==> config.mk <==
export PLATFORM = sky130hd
export DESIGN_NAME = integer_token_parser_top
export DESIGN_NICKNAME = d
export VERILOG_FILES = /design/src/rtl/itp_pkg.sv /design/src/rtl/itp_in_stage.sv /design/src/rtl/itp_core.sv /design/src/rtl/itp_out_stage.sv /design/src/rtl/integer_token_parser_top.sv
export VERILOG_INCLUDE_DIRS = /design/src /design/src/rtl
export SDC_FILE = /design/constraint.sdc
export NUM_CORES = 1
export LEC_CHECK = 0
export ABC_AREA = 1
export BUFFER_PORTS_ARGS = -buffer_cell sky130_fd_sc_hd__clkbuf_2
export CAP_MARGIN = 20
export CORE_MARGIN = 1.5
export CORE_UTILIZATION = 45
export CTS_CLUSTER_DIAMETER = 120
export CTS_CLUSTER_SIZE = 8
export DETAILED_ROUTE_END_ITERATION = 6
export PLACE_DENSITY = 0.64
export SETUP_SLACK_MARGIN = 0.5
export SYNTH_ARGS = -nofsm -noshare
export SYNTH_HDL_FRONTEND = slang
export SYNTH_SLANG_ARGS = --single-unit
export TNS_END_PERCENT = 10
==> constraint.sdc <==
create_clock -name clk -period 7.05 [get_ports clk]
set_input_delay 0 -clock clk [delete_from_list [all_inputs] [get_ports clk]]
set_output_delay 0 -clock clk [all_outputs]
set_load 0.02 [all_outputs]
==> src/rtl/integer_token_parser_top_macros.svh <==
// ----------------------------------------------------------------------------
// Assertion macros for the integer token parser
// Concurrent checks that can be compiled out with ASSERT_OFF.
// ----------------------------------------------------------------------------
`ifndef INTEGER_TOKEN_PARSER_TOP_MACROS_SVH
`define INTEGER_TOKEN_PARSER_TOP_MACROS_SVH

`ifndef ASSERT_OFF

// Same-cycle implication, disabled while reset is low.
`define ITP_ASSERT_IMP(lbl, clk, rstn, ante, cons, msg) \
    lbl: assert property (@(posedge clk) disable iff (!rstn) (ante) |-> (cons)) \
        else $error(msg);

// Next-cycle implication, disabled while reset is low.
`define ITP_ASSERT_NXT(lbl, clk, rstn, ante, cons, msg) \
    lbl: assert property (@(posedge clk) disable iff (!rstn) (ante) |=> (cons)) \
        else $error(msg);

`else

`define ITP_ASSERT_IMP(lbl, clk, rstn, ante, cons, msg)
`define ITP_ASSERT_NXT(lbl, clk, rstn, ante, cons, msg)

`endif

`endif

==> src/rtl/itp_pkg.sv <==
`timescale 1ns / 1ps
// ----------------------------------------------------------------------------
// itp_pkg
// Types and character constants shared by the integer token parser.
// ----------------------------------------------------------------------------
package itp_pkg;

    localparam logic [7:0] CH_MINUS = 8'h2D;  // '-'
    localparam logic [7:0] CH_LX    = 8'h78;  // 'x'
    localparam logic [7:0] CH_UX    = 8'h58;  // 'X'
    localparam logic [7:0] CH_0     = 8'h30;  // '0'
    localparam logic [7:0] CH_9     = 8'h39;  // '9'
    localparam logic [7:0] CH_A     = 8'h41;  // 'A'
    localparam logic [7:0] CH_F     = 8'h46;  // 'F'

    localparam logic [3:0]  HEX_ALPHA_BASE = 4'd10;
    localparam logic [31:0] INT32_POS_MAG  = 32'h7FFF_FFFF;
    localparam logic [31:0] INT32_MIN_MAG  = 32'h8000_0000;
    localparam logic [1:0]  POS_MAX        = 2'd3;

    // One character transfer.
    typedef struct packed {
        logic [7:0] ch;
        logic       is_last;
        logic       signed_mode;
    } itp_item_t;

    // One result transfer.
    typedef struct packed {
        logic signed [32:0] value;
        logic               status;
    } itp_result_t;

    // Per-token parse state.
    typedef struct packed {
        logic [31:0] magnitude;
        logic [1:0]  position;
        logic        hex_base;
        logic        negative;
        logic        token_signed;
        logic        digit_seen;
        logic        error_seen;
    } itp_state_t;

endpackage

==> src/rtl/itp_in_stage.sv <==
`timescale 1ns / 1ps
// ----------------------------------------------------------------------------
// itp_in_stage
// Input register for the character channel.
// ----------------------------------------------------------------------------
module itp_in_stage
    import itp_pkg::*;
(
    input  logic      clk,
    input  logic      rst_n,
    input  logic      chr_valid,
    output logic      chr_stall,
    input  itp_item_t item_in,
    input  logic      advance,     // held item is consumed this cycle
    output logic      held_valid,
    output itp_item_t held_item
);

    logic      valid_reg;
    logic      valid_next;
    itp_item_t item_reg;
    logic      take;

    assign chr_stall = valid_reg && !advance;
    assign take      = chr_valid && !chr_stall;

    always_comb
    begin
        valid_next = valid_reg;
        if (take)
        begin
            valid_next = 1'b1;
        end
        else if (advance)
        begin
            valid_next = 1'b0;
        end
    end

    always_ff @(posedge clk or negedge rst_n)
    begin
        if (!rst_n)
        begin
            valid_reg <= 1'b0;
        end
        else
        begin
            valid_reg <= valid_next;
        end
    end

    always_ff @(posedge clk)
    begin
        if (take)
        begin
            item_reg <= item_in;
        end
    end

    assign held_valid = valid_reg;
    assign held_item  = item_reg;

endmodule

==> src/rtl/itp_core.sv <==
`timescale 1ns / 1ps
// ----------------------------------------------------------------------------
// itp_core
// Token state register and combinational character step with result build.
// ----------------------------------------------------------------------------
`include "integer_token_parser_top_macros.svh"

module itp_core
    import itp_pkg::*;
(
    input  logic        clk,
    input  logic        rst_n,
    input  logic        advance,
    input  itp_item_t   item,
    output logic        res_load,
    output itp_result_t res
);

    itp_state_t  state_reg;
    itp_state_t  state_next;
    itp_state_t  upd;

    logic        first;
    logic        tsigned;
    logic        take_minus;
    logic        is_prefix;
    logic        is_dec;
    logic        is_alpha;
    logic        dig_ok;
    logic [3:0]  dig;
    logic [35:0] mag_ext;
    logic [35:0] prod;
    logic [35:0] acc;
    logic        bad;
    logic [32:0] val;

    always_comb
    begin
        first      = (state_reg.position == 2'd0) && !state_reg.negative;
        tsigned    = first ? item.signed_mode : state_reg.token_signed;
        take_minus = first && tsigned && (item.ch == CH_MINUS);
        is_prefix  = (state_reg.position == 2'd1) && !state_reg.hex_base
                     && state_reg.digit_seen && (state_reg.magnitude == '0)
                     && ((item.ch == CH_LX) || (item.ch == CH_UX)) && !item.is_last;

        is_dec   = (item.ch >= CH_0) && (item.ch <= CH_9);
        is_alpha = (item.ch >= CH_A) && (item.ch <= CH_F);
        dig      = is_dec ? 4'(item.ch - CH_0) : 4'(4'(item.ch - CH_A) + HEX_ALPHA_BASE);
        // A-F only count in base 16
        dig_ok   = is_dec || (is_alpha && state_reg.hex_base);

        // x16 is a shift, x10 is x8 + x2
        mag_ext = {4'b0, state_reg.magnitude};
        prod    = state_reg.hex_base ? (mag_ext << 4) : ((mag_ext << 3) + (mag_ext << 1));
        acc     = prod + {32'b0, dig};

        upd              = state_reg;
        upd.token_signed = tsigned;
        if (take_minus)
        begin
            upd.negative = 1'b1;
        end
        else
        begin
            if (is_prefix)
            begin
                upd.hex_base   = 1'b1;
                upd.digit_seen = 1'b0;
            end
            else if (dig_ok)
            begin
                upd.magnitude  = acc[31:0];
                upd.digit_seen = 1'b1;
                if (|acc[35:32])
                begin
                    upd.error_seen = 1'b1;
                end
            end
            else
            begin
                upd.error_seen = 1'b1;
            end
            if (state_reg.position != POS_MAX)
            begin
                upd.position = 2'(state_reg.position + 2'd1);
            end
        end

        // Result from the updated state
        bad = upd.error_seen || !upd.digit_seen;
        val = {1'b0, upd.magnitude};
        if (upd.token_signed)
        begin
            if (upd.negative)
            begin
                if (upd.magnitude > INT32_MIN_MAG)
                begin
                    bad = 1'b1;
                end
                val = 33'(33'd0 - {1'b0, upd.magnitude});
            end
            else if (upd.magnitude > INT32_POS_MAG)
            begin
                bad = 1'b1;
            end
        end
        res.status = bad;
        res.value  = bad ? 33'sd0 : $signed(val);

        res_load   = advance && item.is_last;

        state_next = state_reg;
        if (advance)
        begin
            state_next = item.is_last ? itp_state_t'('0) : upd;
        end
    end

    always_ff @(posedge clk or negedge rst_n)
    begin
        if (!rst_n)
        begin
            state_reg <= '0;
        end
        else
        begin
            state_reg <= state_next;
        end
    end

    `ITP_ASSERT_NXT(a_clear_after_last, clk, rst_n, advance && item.is_last, state_reg == '0, "state not cleared after last character")
    `ITP_ASSERT_IMP(a_hex_pos, clk, rst_n, state_reg.hex_base, state_reg.position == 2'd2 || state_reg.position == POS_MAX, "hex base without prefix position")
    `ITP_ASSERT_IMP(a_neg_signed, clk, rst_n, state_reg.negative, state_reg.token_signed, "minus taken in unsigned token")

endmodule

==> src/rtl/itp_out_stage.sv <==
`timescale 1ns / 1ps
// ----------------------------------------------------------------------------
// itp_out_stage
// Result register for the result channel.
// ----------------------------------------------------------------------------
module itp_out_stage
    import itp_pkg::*;
(
    input  logic        clk,
    input  logic        rst_n,
    input  logic        load,
    input  itp_result_t res_in,
    input  logic        res_stall,
    output logic        res_valid,
    output itp_result_t res_out
);

    logic        valid_reg;
    logic        valid_next;
    itp_result_t res_reg;

    always_comb
    begin
        valid_next = valid_reg;
        if (load)
        begin
            valid_next = 1'b1;
        end
        else if (valid_reg && !res_stall)
        begin
            valid_next = 1'b0;
        end
    end

    always_ff @(posedge clk or negedge rst_n)
    begin
        if (!rst_n)
        begin
            valid_reg <= 1'b0;
        end
        else
        begin
            valid_reg <= valid_next;
        end
    end

    always_ff @(posedge clk)
    begin
        if (load)
        begin
            res_reg <= res_in;
        end
    end

    assign res_valid = valid_reg;
    assign res_out   = res_reg;

endmodule

==> src/rtl/integer_token_parser_top.sv <==
`timescale 1ns / 1ps
// ----------------------------------------------------------------------------
// integer_token_parser_top
// Parses a decimal or 0x-prefixed hex token, one character per transfer,
// into an int32 or uint32 value with a status flag.
// ----------------------------------------------------------------------------
//  channel  | handshake             | payload
//  ---------+-----------------------+--------------------------------------
//  chr      | chr_valid / chr_stall | ch[7:0], is_last, signed_mode
//  res      | res_valid / res_stall | value[32:0] (signed), status
//
//  One character per cycle, sustained while no stalled result holds back a
//  last character; res_valid rises after the last character is transferred in
//  and passes the input register, then the result register.
//  The per-character step (x10 or x16 multiply-add plus range checks) sits
//  between the input register and the token state / result registers.
//  Reset clears the token state and both valid flags; no clearing pass.
//  A stalled result only holds back the next last character; other
//  characters keep flowing while the result waits.
// ----------------------------------------------------------------------------
`include "integer_token_parser_top_macros.svh"

module integer_token_parser_top
    import itp_pkg::*;
(
    input  logic               clk,
    input  logic               rst_n,
    input  logic               chr_valid,
    output logic               chr_stall,
    input  logic [7:0]         ch,
    input  logic               is_last,
    input  logic               signed_mode,
    output logic               res_valid,
    input  logic               res_stall,
    output logic signed [32:0] value,
    output logic               status
);

    itp_item_t   item_in;
    itp_item_t   held_item;
    logic        held_valid;
    logic        advance;
    logic        res_load;
    itp_result_t core_res;
    itp_result_t res_out;

    assign item_in.ch          = ch;
    assign item_in.is_last     = is_last;
    assign item_in.signed_mode = signed_mode;

    // A held character moves on unless it ends a token and the result
    // register is still full and stalled.
    assign advance = held_valid && (!held_item.is_last || !res_valid || !res_stall);

    itp_in_stage u_in_stage (
        .clk        (clk),
        .rst_n      (rst_n),
        .chr_valid  (chr_valid),
        .chr_stall  (chr_stall),
        .item_in    (item_in),
        .advance    (advance),
        .held_valid (held_valid),
        .held_item  (held_item)
    );

    itp_core u_core (
        .clk      (clk),
        .rst_n    (rst_n),
        .advance  (advance),
        .item     (held_item),
        .res_load (res_load),
        .res      (core_res)
    );

    itp_out_stage u_out_stage (
        .clk       (clk),
        .rst_n     (rst_n),
        .load      (res_load),
        .res_in    (core_res),
        .res_stall (res_stall),
        .res_valid (res_valid),
        .res_out   (res_out)
    );

    assign value  = res_out.value;
    assign status = res_out.status;

    `ITP_ASSERT_IMP(a_err_value_zero, clk, rst_n, res_valid && status, value == 33'sd0, "error result carries nonzero value")
    `ITP_ASSERT_IMP(a_stall_needs_held, clk, rst_n, chr_stall, held_valid && held_item.is_last && res_valid, "input stalled without a blocked last character")
    `ITP_ASSERT_IMP(a_no_overwrite, clk, rst_n, res_load, !res_valid || !res_stall, "result register overwritten while stalled")

endmodule
## Yosys cells after proc, flatten, opt, wreduce, memory -nomap -nowiden

Cells that the tools add are included.

- Add/subtract/negate cells: 7
- Multiply operators: 0
- Div/mod/pow operators: 0
- Magnitude comparators: 6
- Equality and inequality tests: 6
- Shifts and indexed selects: 0
- Muxes and demuxes: 26
- Bitwise logic cells: 2
- Reduce and logical (&&, ||, !) cells: 39

Operator list:

| operator | number |
|---|---|
| $mux W32 | 4 |
| $mux W39 | 1 |
| $add A35 B33 Y36 | 1 |
| $add A36 B4 Y36 | 1 |
| $mux W36 | 1 |
| $mux W35 | 1 |
| $sub A1 B32 Y33 const A | 1 |
| $gt A32 B31 Y1 const B | 1 |
| $gt A32 B32 Y1 const B | 1 |
| $logic_not A32 Y1 | 1 |
| $eq A8 B7 Y1 const B | 2 |
| $logic_and A1 B1 Y1 | 16 |
| $mux W1 | 16 |
| $eq A8 B6 Y1 const B | 1 |
| $ge A8 B6 Y1 const B | 1 |
| $ge A8 B7 Y1 const B | 1 |
| $le A8 B6 Y1 const B | 1 |
| $le A8 B7 Y1 const B | 1 |
| $logic_not A1 Y1 | 8 |
| $reduce_bool A2 Y1 | 4 |
| $sub A4 B1 Y4 const B | 2 |
| $reduce_and A3 Y1 | 2 |
| $logic_or A1 B1 Y1 | 5 |
| $add A4 B4 Y4 const B | 1 |
| other kinds (9) | 12 |

- Bits in registers: 85
- Bits in latches: 0
- RAM bits: 0
- Memory bits (read-only): 0
- Input bits: 14
- Output and inout bits: 36
- Word-level logic and storage cells: 101
- Memories: 0

## Longest topological paths before layout

- Depth after elaboration: 15
- Depth in mapped cells: 33
- Depth with buffers taken out: 32

## Cells and area by module

From an unflattened synthesis, not the netlist that was laid out.

- Cells, all modules: 1394
- Area total of the unflattened synthesis: 8784.7 um^2

By module, submodules not included:

| module | times used | cells each | area each (um^2) | sequential area each (um^2) |
|---|---|---|---|---|
| itp_core | 1 | 1336 | 7357.1 | 975.9 |
| itp_out_stage | 1 | 38 | 1057.3 | 1046.0 |
| itp_in_stage | 1 | 17 | 357.8 | 325.3 |
| integer_token_parser_top | 1 | 3 | 12.5 | 0.0 |

## Worst setup path before layout

No wires, ideal clock.

- Kind: register -> register
- Start point: register u_in_stage.item_reg (netlist bit u_in_stage.held_item[3])
- End point: register u_out_stage.res_reg (netlist bit u_out_stage.res_out[10]) (data pin)
- Setup time: 0.260 ns
- Data arrival time: 3.827 ns
- Data required time: 6.790 ns
- Path slack: 2.963 ns
- Cell stages (with the launch flop): 31
- Path buffers: 1
- Clock period less this slack: 4.087 ns
- Cell sequence: edfxtp_1 > inv_1 > ha_1 > nand2_1 > nand3_1 > nand3_2 > o21ai_0 > ha_1 > inv_1 > fa_1 > o21ai_0 > nand2_2 > nor2_2 > nand3_1 > nor2_1 > nand2_1 > nor2_2 > nand3_2 > nor2_4 > nand2_1 > nor2_2 > nand3_1 > o21ai_0 > inv_1 > nand3_1 > nand2_1 > nand2_1 > nor2_4 > nand2_4 > buf_12 > nor2_4

- Cells in the longest elaborated chain, start to end: 13
- Elaborated cells on any way between the ends: 42
- Those cells by class: 5 x add/sub; 6 x order compare; 3 x eq/ne; 17 x mux; 11 x reduce/logical

RTL lines:

| what | RTL line | source |
|---|---|---|
| start, declared | itp_in_stage.sv:21 | `itp_item_t item_reg;` |
| start signal, assigned | itp_in_stage.sv:56 | `item_reg <= item_in;` |
| parallel branches: the longest is 13 deep, another holds $add A36 B4 Y36 | -- |  |
| end signal, assigned | itp_out_stage.sv:51 | `res_reg <= res_in;` |
| end, declared | itp_out_stage.sv:20 | `itp_result_t res_reg;` |

Parallel ways; which one is timed is not known. The select of a mux whose other input is x is not followed.
A chain may end at the register's enable or synchronous reset.

## Worst setup path in the final report

- Start point: register u_in_stage.item_reg (netlist bit u_in_stage.held_item[3])
- End point: register u_out_stage.res_reg (netlist bit u_out_stage.res_out[32]) (data pin)

The elaborated chain is that of the path after synthesis.

==> results.txt <==
Synth cell types = 44
Cell Area, Synth = 9270 µm²
Worst Skew = 0.0152 ns
CP max stage cell = nand2_4
Setup Viol. Count Final = 0
data arrival time of the worst path = 5.06 ns
CP Max Fanout = 34
Via-to-Cell Ratio = 5.14
Cells after Synth = 1,453
Setup crit end kind = flop
status = complete, no violations
CTS tree = built
clock net sink count = 85
DR iter-0 viols = 691
Core Footprint = 20,200 µm²
Chip Width = 146 µm
YS warnings = 0
via count = 9,137
Tightest Pin Transition = 0.855 ns
routability cong. = 0.924
DRT antenna net count = 0
area post-placement = 9710 µm²
grt ovf = 0
Area contributors post-synth = nand2_1, edfxtp_1, dfrtp_1, inv_1, nand3_1
initial antenna violation count = 0
Slew headroom = 43.0%
Seq/Total Area, Yosys = 25.3%
Hold Vio Cnt, Final = 0
cell taking the most area after synthesis = nand2_1
Clock Pin Slew Worst Setup and Hold Paths = 0.08 ns
H-tree Lvls = 3
CP most frequent cell = nand2_1
final instance area = 10,200 µm²
Lkg Pwr = 4.95 nW
post-synth top area share = 19.6%
Syn Area/Cell = 6.38 µm²
Layout area overhead = 9.75%
maximum vdd drop = 0.136 mV
vias in the first global route = 8,477
drt total wl = 26,600 µm
die area = 21,500 µm²
CP startpoint kind = flop
max reg flops = 34
critical path class = flop to flop
syn_nets = 1,512
Util after Layout = 50.3%
Final Max Slew Viols = 0
Initial Util = 45.8%
Port Buffers = 49
#FFs+latches synth = 85
root buffer cell = clkbuf_16
largest stage delay on the critical path = 0.64 ns
unrepaired setup endpoints after global routing = no
share of post-route cells with drive strength above 1 = 15.2%
Max-Cap Viols = 0
Setup TNS = 0 ns
DRC = 0
DRT Pass-1 Iters = 6
Worst-Skew Late Latency = 0.35 ns
worst min path class = primary input to async pin
final worst-path cycle share = 70.9%
post-DR wirelength/cell = 15.0 µm
min Tclk post-route = 5.00 ns
first-pass GRT wire length = 42,800 µm
Rows = 52
pin count of the biggest net entering global routing = 54
final net count = 1,563
Longest Clk Path Bufs = 2
CTS buffer count = 9
most common cell after layout, fill and taps aside = nand2_1
commonest cells after routing, fill and taps aside = nand2_1, inv_1, nand3_1, nor2_1, clkbuf_2
setup repair bufs after CTS = 0
met1 Track Usage GR = 33.2%
chip height = 146 µm
busiest layer in global routing = met2
Cell Pwr Density = 143 nW/µm²
Final HPWL DP = 21,100 µm
max frequency = 0.200 GHz
met3 Resource Use GR = 2.47%
GR Util All Layers = 25.1%
WP data required = 7.11 ns
I/O pin cnt = 50
M2 GR Usage = 42.1%
antenna cells = 0
[Yosys cell counts, drive strengths merged]
| master | instances |
|---|---|
| nor4 | 7 |
| edfxtp | 44 |
| nor3b | 1 |
| xnor2 | 11 |
| a211oi | 1 |
| o21ai | 52 |
| nor2 | 191 |
| a31oi | 1 |
| and2 | 1 |
| nor3 | 9 |
| a21oi | 27 |
| xor2 | 21 |
| fa | 2 |
| ha | 43 |
| nand3 | 141 |
| a22o | 1 |
| dfrtp | 41 |
| o22ai | 32 |
| buf | 16 |
| nand3b | 1 |
| nand4 | 27 |
| inv | 244 |
| a21boi | 1 |
| clkinv | 6 |
| nand2 | 520 |
| o32ai | 1 |
| clkbuf | 11 |
[per-stage QoR]
| stage | worst slack (ns) | instances | power, W | hold slack, ns |
|---|---|---|---|---|
| 4_1_cts | 2.03 | 1779 | 0.00146 | 0.288 |
| 3_3_place_gp | 2.19 | 1750 | 0.000915 | 0.109 |
| 5_1_grt | 1.48 | 1779 | 0.00152 | 0.318 |
| 6_report | 2.05 | 1779 | 0.00145 | 0.251 |
| 2_1_floorplan | 2.96 | 1453 | 0.000824 | -0.296 |
| 3_5_place_dp | 2.05 | 1750 | 0.000917 | 0.120 |
[final cells by class]
cell class | instances | area [µm²]
multi-input combinational | 1091 | 5800
clock buffer | 9 | 225
inverter | 250 | 941
clock inverter | 7 | 105
fill | 2061 | 10100
sequential | 85 | 2350
timing repair buffer | 67 | 413
tap | 270 | 338
[where the power goes]
part | internal [W] | switching [W] | leakage, nW
Combinational | 0.000109 | 0.000235 | 3.81
Clock | 0.000317 | 0.000221 | 0.159
Sequential | 0.000547 | 0.0000234 | 0.983
[timing repair]
item                      in CTS  in global routing
resized for setup              0                  0
hold buffers                  13                  0
hold endpoints to repair      53                  0
[metal layers]
| layer | routed length (µm) | share of wire [%] |
|---|---|---|
| met1 | 12000 | 45 |
| met2 | 12300 | 46 |
| met3 | 1170 | 4.4 |
| met4 | 1090 | 4.1 |
| met5 | 0 | 0 |
[cells by family (layout without fill, tap and decap cells)]
| logic type | count (synthesis) | after routing | synth area share, % |
|---|---|---|---|
| buffers and inverters | 277 | 333 | 12.1 |
| adders and majority gates | 45 | 45 | 6.24 |
| and+or+nand+nor | 898 | 898 | 45.8 |
| DFF | 85 | 85 | 25.3 |
| AOI/OAI and AO/OA | 116 | 116 | 7.48 |
| xor gates and xnor gates | 32 | 32 | 3.02 |
[worst paths after layout]
| kind | startpoint | endpoint | slack (ns) | cells after the start |
|---|---|---|---|---|
| max | u_in_stage.held_item[3] | u_out_stage.res_out[32] | 2.05 | 29 |
| min | rst_n | u_core.mag_ext[24] | 0.25 | 3 |
| max reg2reg | u_in_stage.held_item[3] | u_out_stage.res_out[32] | 2.05 | 29 |
| min reg2reg | u_core.state_reg[1] | u_core.state_reg[1] | 0.54 | 2 |
| max in group asynchronous | rst_n | u_core.mag_ext[7] | 6.38 | 3 |
| min in group clk | ch[5] | u_in_stage.held_item[7] | 0.37 | 2 |
[critical path: cells and delay by family (launching register included)]
kind	cells	cell delay, ns
compound gates	3	0.59
simple gates	20	2.59
buf+inv	3	0.24
flops	1	0.43
fa+ha+maj	3	0.83
Power figures use the tool's default switching activity.
